File: src/point_to_line_distance_3d_core_defines.svh
// Assertion macros used by the RTL.
// Each expects clk and arst_n in scope.
`ifndef POINT_TO_LINE_DISTANCE_3D_CORE_DEFINES_SVH
`define POINT_TO_LINE_DISTANCE_3D_CORE_DEFINES_SVH

// Same-cycle implication, held off during reset.
`define PTLD_ASSERT_NOW(name, ante, cons) \
	name: assert property (@(posedge clk) disable iff (!arst_n) (ante) |-> (cons)) \
		else $error("assertion failed");

// Next-cycle implication, held off during reset.
`define PTLD_ASSERT_NEXT(name, ante, cons) \
	name: assert property (@(posedge clk) disable iff (!arst_n) (ante) |=> (cons)) \
		else $error("assertion failed");

`endif

File: src/ptld_root_stage.sv
`default_nettype none
module ptld_root_stage #(
	parameter int DDW = 34,
	parameter int RW  = 25,
	parameter int AW  = 88,
	parameter int BIT = 0
) (
	input  wire logic                clk,
	input  wire logic                arst_n,
	input  wire logic                en,
	input  wire logic                in_valid,
	input  wire logic [RW-1:0]       in_root,
	input  wire logic [DDW+RW-1:0]   in_q,
	input  wire logic [AW-1:0]       in_rem,
	input  wire logic [DDW-1:0]      in_dd,
	input  wire logic                in_degen,
	output logic                     out_valid,
	output logic [RW-1:0]            out_root,
	output logic [DDW+RW-1:0]        out_q,
	output logic [AW-1:0]            out_rem,
	output logic [DDW-1:0]           out_dd,
	output logic                     out_degen
);
	localparam int QW = DDW + RW;

	logic            vld_s1;
	logic [RW-1:0]   root_s1;
	logic [QW-1:0]   q_s1;
	logic [AW-1:0]   rem_s1;
	logic [DDW-1:0]  dd_s1;
	logic            degen_s1;
	logic [AW-1:0]   trial;
	logic            take;

	// growth of root^2*dd when this bit is set: 2*bit*dd*root + bit^2*dd
	assign trial = (AW'(in_q) << (BIT + 1)) + (AW'(in_dd) << (2 * BIT));
	assign take  = (trial <= in_rem);

	always_ff @(posedge clk or negedge arst_n) begin
		if (!arst_n) begin
			vld_s1 <= 1'b0;
		end else if (en) begin
			vld_s1 <= in_valid;
		end
	end

	always_ff @(posedge clk) begin
		if (en) begin
			root_s1  <= take ? (in_root | (RW'(1) << BIT)) : in_root;
			q_s1     <= take ? (in_q + (QW'(in_dd) << BIT)) : in_q;
			rem_s1   <= take ? (in_rem - trial) : in_rem;
			dd_s1    <= in_dd;
			degen_s1 <= in_degen;
		end
	end

	assign out_valid = vld_s1;
	assign out_root  = root_s1;
	assign out_q     = q_s1;
	assign out_rem   = rem_s1;
	assign out_dd    = dd_s1;
	assign out_degen = degen_s1;
endmodule
`default_nettype wire

File: config.mk
export PLATFORM = sky130hd
export DESIGN_NAME = ptld_root_stage
export DESIGN_NICKNAME = d
export VERILOG_FILES = /design/src/point_to_line_distance_3d_core_defines.svh /design/src/ptld_root_stage.sv
export SDC_FILE = /design/constraint.sdc
export NUM_CORES = 1
export LEC_CHECK = 0
export BUFFER_PORTS_ARGS = -buffer_cell sky130_fd_sc_hd__buf_2
export CAP_MARGIN = 10
export CORE_MARGIN = 8
export CORE_UTILIZATION = 45
export CTS_CLUSTER_SIZE = 40
export DETAILED_ROUTE_END_ITERATION = 10
export HOLD_SLACK_MARGIN = 0.06
export PLACE_DENSITY = 0.72
export SYNTH_ARGS = -nofsm -noshare
export SYNTH_HDL_FRONTEND = slang
export SYNTH_SLANG_ARGS = --single-unit
File: constraint.sdc
create_clock -name clk -period 0.8 [get_ports clk]
set_input_delay 0.24 -clock clk [delete_from_list [all_inputs] [get_ports clk]]
set_output_delay 0.24 -clock clk [all_outputs]
set_load 0.02 [all_outputs]
Word level (Yosys, flattened, before mapping)
Index checks and enable logic that the tools add are counted.
Word-level totals
  bits in registers: 208
  input bits: 211
  latch bits: 0
  ROM bits: 0
  memories: 0
  word-level logic and storage cells: 13
  output and inout port bits: 208
  memory bits (writable): 0
Operators by class
  order comparisons: 1
  equal/unequal tests: 0
  multipliers: 0
  shift-type cells: 0
  divide/modulo/power cells: 0
  multiplexer cells: 2
  reductions and logical operators: 0
  bitwise logic cells: 0
  add/sub/neg operators: 3
Operators with widths (number)
  61-bit by 88-bit <= comparator with 1-bit output: 1
  88-bit two-way mux: 1
  88-bit by 61-bit subtractor with 88-bit output: 1
  60-bit by 34-bit adder with 61-bit output: 1
  59-bit by 34-bit adder with 59-bit output: 1
  59-bit two-way mux: 1

Depth between registers and ports, before layout
  depth after elaboration: 3
  depth in mapped cells: 27
  depth with buffers taken out: 24

Worst setup path after synthesis
Ideal clock, no wire load.
  path kind: in2reg
  from: input in_q[0]
  to: register rem_s1[85] (netlist: out_rem[85]) (data pin)
  arrival: 4853 ps
  buffers on the path: 2
  setup time: 258 ps
  required time: 542 ps
  setup slack: -4311 ps
  stages: 25
  cells stage by stage: ha_1 inv_1 fa_1 nor2b_1 o31ai_4 a21oi_2 a2111oi_4 nor3_2 a211oi_2 o21ai_2 a221o_1 buf_6 nand3_1 xor2_1 ha_1 nand4_1 or3_4 nor4b_4 nand4_1 o211ai_2 a211o_4 buf_6 and3_1 nand4_1 xnor2_1
On the way
  longest elaborated chain between the ends: 3
  elaborated cells on any way between the ends: 4
  classes of those cells: 2 x add/sub; 1 x order compare; 1 x mux
RTL lines
  from (decl): RTL line ptld_root_stage.sv:13  | input wire logic [DDW+RW-1:0] in_q,
  60-bit by 34-bit adder with 61-bit output (*): RTL line ptld_root_stage.sv:36  | assign trial = (AW'(in_q) << (BIT + 1)) + (AW'(in_dd) << (2 * BIT));
  88-bit by 61-bit subtractor with 88-bit output / 61-bit by 88-bit <= comparator with 1-bit output (equally long branches): RTL line ptld_root_stage.sv:51, ptld_root_stage.sv:37
  88-bit two-way mux (*): RTL line ptld_root_stage.sv:51  | rem_s1 <= take ? (in_rem - trial) : in_rem;
  to (signal assigned): RTL line ptld_root_stage.sv:51
  to (decl): RTL line ptld_root_stage.sv:29  | logic [AW-1:0] rem_s1;
Every way passes the cells marked *; elsewhere a longest branch is shown, timed or not.
A chain may end at the register's enable or synchronous reset.

Worst setup path after layout
  from: input in_q[0]
  to: register q_s1[1] (netlist: out_q[1]) (data pin)
On the way
  longest elaborated chain between the ends: 3
  elaborated cells on any way between the ends: 4
  classes of those cells: 2 x add/sub; 1 x order compare; 1 x mux
RTL lines
  60-bit by 34-bit adder with 61-bit output: RTL line ptld_root_stage.sv:36
  61-bit by 88-bit <= comparator with 1-bit output: RTL line ptld_root_stage.sv:37  | assign take = (trial <= in_rem);
  59-bit two-way mux (*): RTL line ptld_root_stage.sv:50  | q_s1 <= take ? (in_q + (QW'(in_dd) << BIT)) : in_q;
  to (signal assigned): RTL line ptld_root_stage.sv:50
  to (decl): RTL line ptld_root_stage.sv:28  | logic [QW-1:0] q_s1;
Marks and branches as above.

==> reports/results.txt <==
CP Capture Type = register
initial antenna violation count = 9
Hold Path Class = primary input to register
Yosys top cell by area = edfxtp_1
H-tree Lvls = 1
Via-to-Cell Ratio = 5.61
post-synthesis xor/xnor area fraction = 10.1%
largest net degree at the start of global routing = 54
synth unique cells = 89
Die Wd = 207 um
DR iter-0 viols = 1243
GPL Wtd Cong = 0.931
ys async rst share = 0.481%
cell mode on critical path = buf_6
Final #Nets = 3268
EDFF count, synth = 207
Worst Path Max Fanout = 31
Final setup viols = 357
post-synthesis simple-gate area fraction = 17.7%
layout cells sized above 1 = 47.9%
DR vias = 19200
io pins = 419
Mapped Area = 16400 sq um
synthesis-to-layout area growth = 68.2%
core area = 36300 sq um
TritonRoute pass-1 iters = 5
worst hold slack = 0.0564 ns
ys flop type = edfxtp_1
Worst Skew = 0 ns
global-route wire length before repair = 106000 um
Max-Cap Viols = 0
DP Worst Slack = -5.04 ns
synth top area cells = edfxtp_1 38%, ha_1 9.8%, a21oi_1 6.1%
Total Die Area = 42800 sq um
RSZ-0062 raised after global routing = yes
clk_lat worst skew = 0.56 ns
drt wl/cell = 21.2 um
synthesized area per cell = 9.44 sq um
largest family of logic cells by synthesized area = compound AO/OA/AOI/OAI gates
fin crit period = 5.01 ns
relative slew slack = 60.5%
Warnings, synthesis = 0
Slew @ Worst Pin = 0.588 ns
CTS sink count = 208
post-DP HPWL = 51400 um
Seq cells post-synth = 208
Max VDD drop = 1.55 mV
count leader, synth = edfxtp_1
Syn Nets = 2078
Power Density = 1840 nW/um^2
post-synthesis adder-cell area fraction = 10.1%
row cnt = 70
Initial Util = 45.2%
Seq/Total Area, Yosys = 38.1%
Fmax achieved = 199 MHz
Worst-path clk slew = 0.06 ns
ANT nets after route = 0
vias in the first global route = 19800
die height = 207 um
WS Path Type = primary input to register
Critical Path AT = 5.30 ns
clock root buffer master = clkbuf_16
Final Cell Area = 27500 sq um
Longest Clk Path Bufs = 3
aggregate global routing overflow = 0
Synth top cells by count = 207 x edfxtp_1, 201 x a21oi_1, 158 x nor2_1
# fillers = 2458
violated checks = setup timing
top-area cell type share of the netlist area = 37.9%
Leakage = 0.0125 uW
slowest CP cell = a2111oi_4
Area after DPL = 24000 sq um
Hold Violations, Final = 0
Port Buf Inserts = 418
Final WS setup = -4.21 ns
Final Max Slew Viols = 0
CTS buffer count = 26
DRC viols = 0
Critical Path RT = 1.09 ns
Routed WL = 72500 um
outcome = finished, violations left
Total GRT Usage = 31.5%
Final period util = 627%
Synth Area in Compound Gates = 20.5%
mux cell area share after synthesis = 0.0687%
CTS tree = done
Syn Inst Count = 1736
startpoint types = primary input
slowest stage delay, CP = 0.41 ns
## metal layers
| layer | vias up | track usage (%) | share of wire (%) |
|---|---|---|---|
| met5 | - | 0 | 0 |
| met2 | 968 | 54.9 | 48 |
| met1 | 9069 | 36.6 | 39 |
| met3 | 278 | 5.79 | 7.6 |
| met4 | 0 | 16.2 | 5.4 |
| li1 | 8884 | - | - |
## logic make-up after synthesis
| family | Yosys count |
|---|---|
| multiplexers | 1 |
| buffers and inverters | 125 |
| flip-flops | 208 |
| XOR/XNOR | 189 |
| AND/OR/NAND/NOR | 565 |
| adder cells (fa/ha/maj) | 131 |
| AO/OA/AOI/OAI | 517 |
## power breakdown
| group | leakage (uW) | internal (uW) | switching [uW] |
|---|---|---|---|
| registers | 0.00204 | 14200 | 624 |
| logic | 0.0100 | 10700 | 12400 |
| clock network | 0.000450 | 7820 | 5010 |
## path summary, 6_finish.rpt
kind                                         endpoint             startpoint  cells after the start  slack, ns
min in group asynchronous       out_valid$_DFFE_PN0P_                 arst_n                      3       0.53
worst min register to register  out_valid$_DFFE_PN0P_  out_valid$_DFFE_PN0P_                      1       0.55
worst min-delay path              out_dd[9]$_DFFE_PP_               in_dd[9]                      3       0.06
worst max register to register  out_valid$_DFFE_PN0P_  out_valid$_DFFE_PN0P_                      1       0.01
max in group asynchronous       out_valid$_DFFE_PN0P_                 arst_n                      3       0.14
worst max-delay path               out_q[1]$_DFFE_PP_                in_q[0]                     29      -4.21
## state kept, by name (all words and copies together) (netlist names)
signal and count:
out_rem 88, out_degen 1, out_root 25, out_q 59, out_valid 1, out_dd 34
## stage by stage
stage / cells / TNS (ns) / utilization, % / power [uW]
floorplan: 1736 / -593.32 / - / 25700
global placement: 3215 / -745.91 / 66.1 / 35500
detailed placement: 3215 / -772.40 / 66.1 / 35800
CTS: 3402 / -696.93 / 74.3 / 49700
global route: 3421 / -755.88 / 76.0 / 52800
finish: 3421 / -712.95 / 76.0 / 50700
## worst max-delay path: cells and delay by family
family	cells	cell delay, ns
compound gates	13	2.66
xor+xnor	1	0.19
fa+ha+maj	3	0.68
buf+inv	7	0.88
simple gates	5	0.62
## layout by cell type, fill, tap and decap left out, types with 13 or more instances in the layout
master,instances
nand2_1,103
a21oi_2,19
dlygate4sd3_1,99
a21o_1,68
o21ai_0,57
o21bai_1,29
nor3_1,35
nor2_2,37
nand2b_1,14
buf_12,14
buf_6,30
edfxtp_1,207
o21ai_2,22
o21ai_1,26
nand2_2,22
xnor2_1,101
nand4_1,52
xor2_1,85
clkbuf_16,31
a21oi_1,183
ha_1,121
inv_1,52
buf_4,669
and3_1,13
nand3_1,38
nor2_1,114
buf_2,405
## timing repair
| action | CTS | global route |
|---|---|---|
| endpoints found under the hold margin | 102 | 0 |
| hold buffers | 99 | 0 |
| buffers inserted | 32 | 9 |
| gates resized for setup | 133 | 126 |
| cloned | 9 | 4 |
| pin swaps | 46 | 40 |
| endpoints found under the setup margin | 356 | 356 |
## cell type report
type                            count  area (sq um)  share of cell area [%]
Multi-Input combinational cell   1405         10600                    38.5
Timing Repair Buffer             1232          9000                    32.7
Sequential cell                   208          6240                    22.7
Clock buffer                       32           704                    2.56
Tap cell                          468           586                    2.13
Clock inverter                     15           201                   0.731
Inverter                           53           199                   0.722
Antenna cell                        8          20.0                  0.0727
Note: power is estimated with default switching activity, not from simulation.
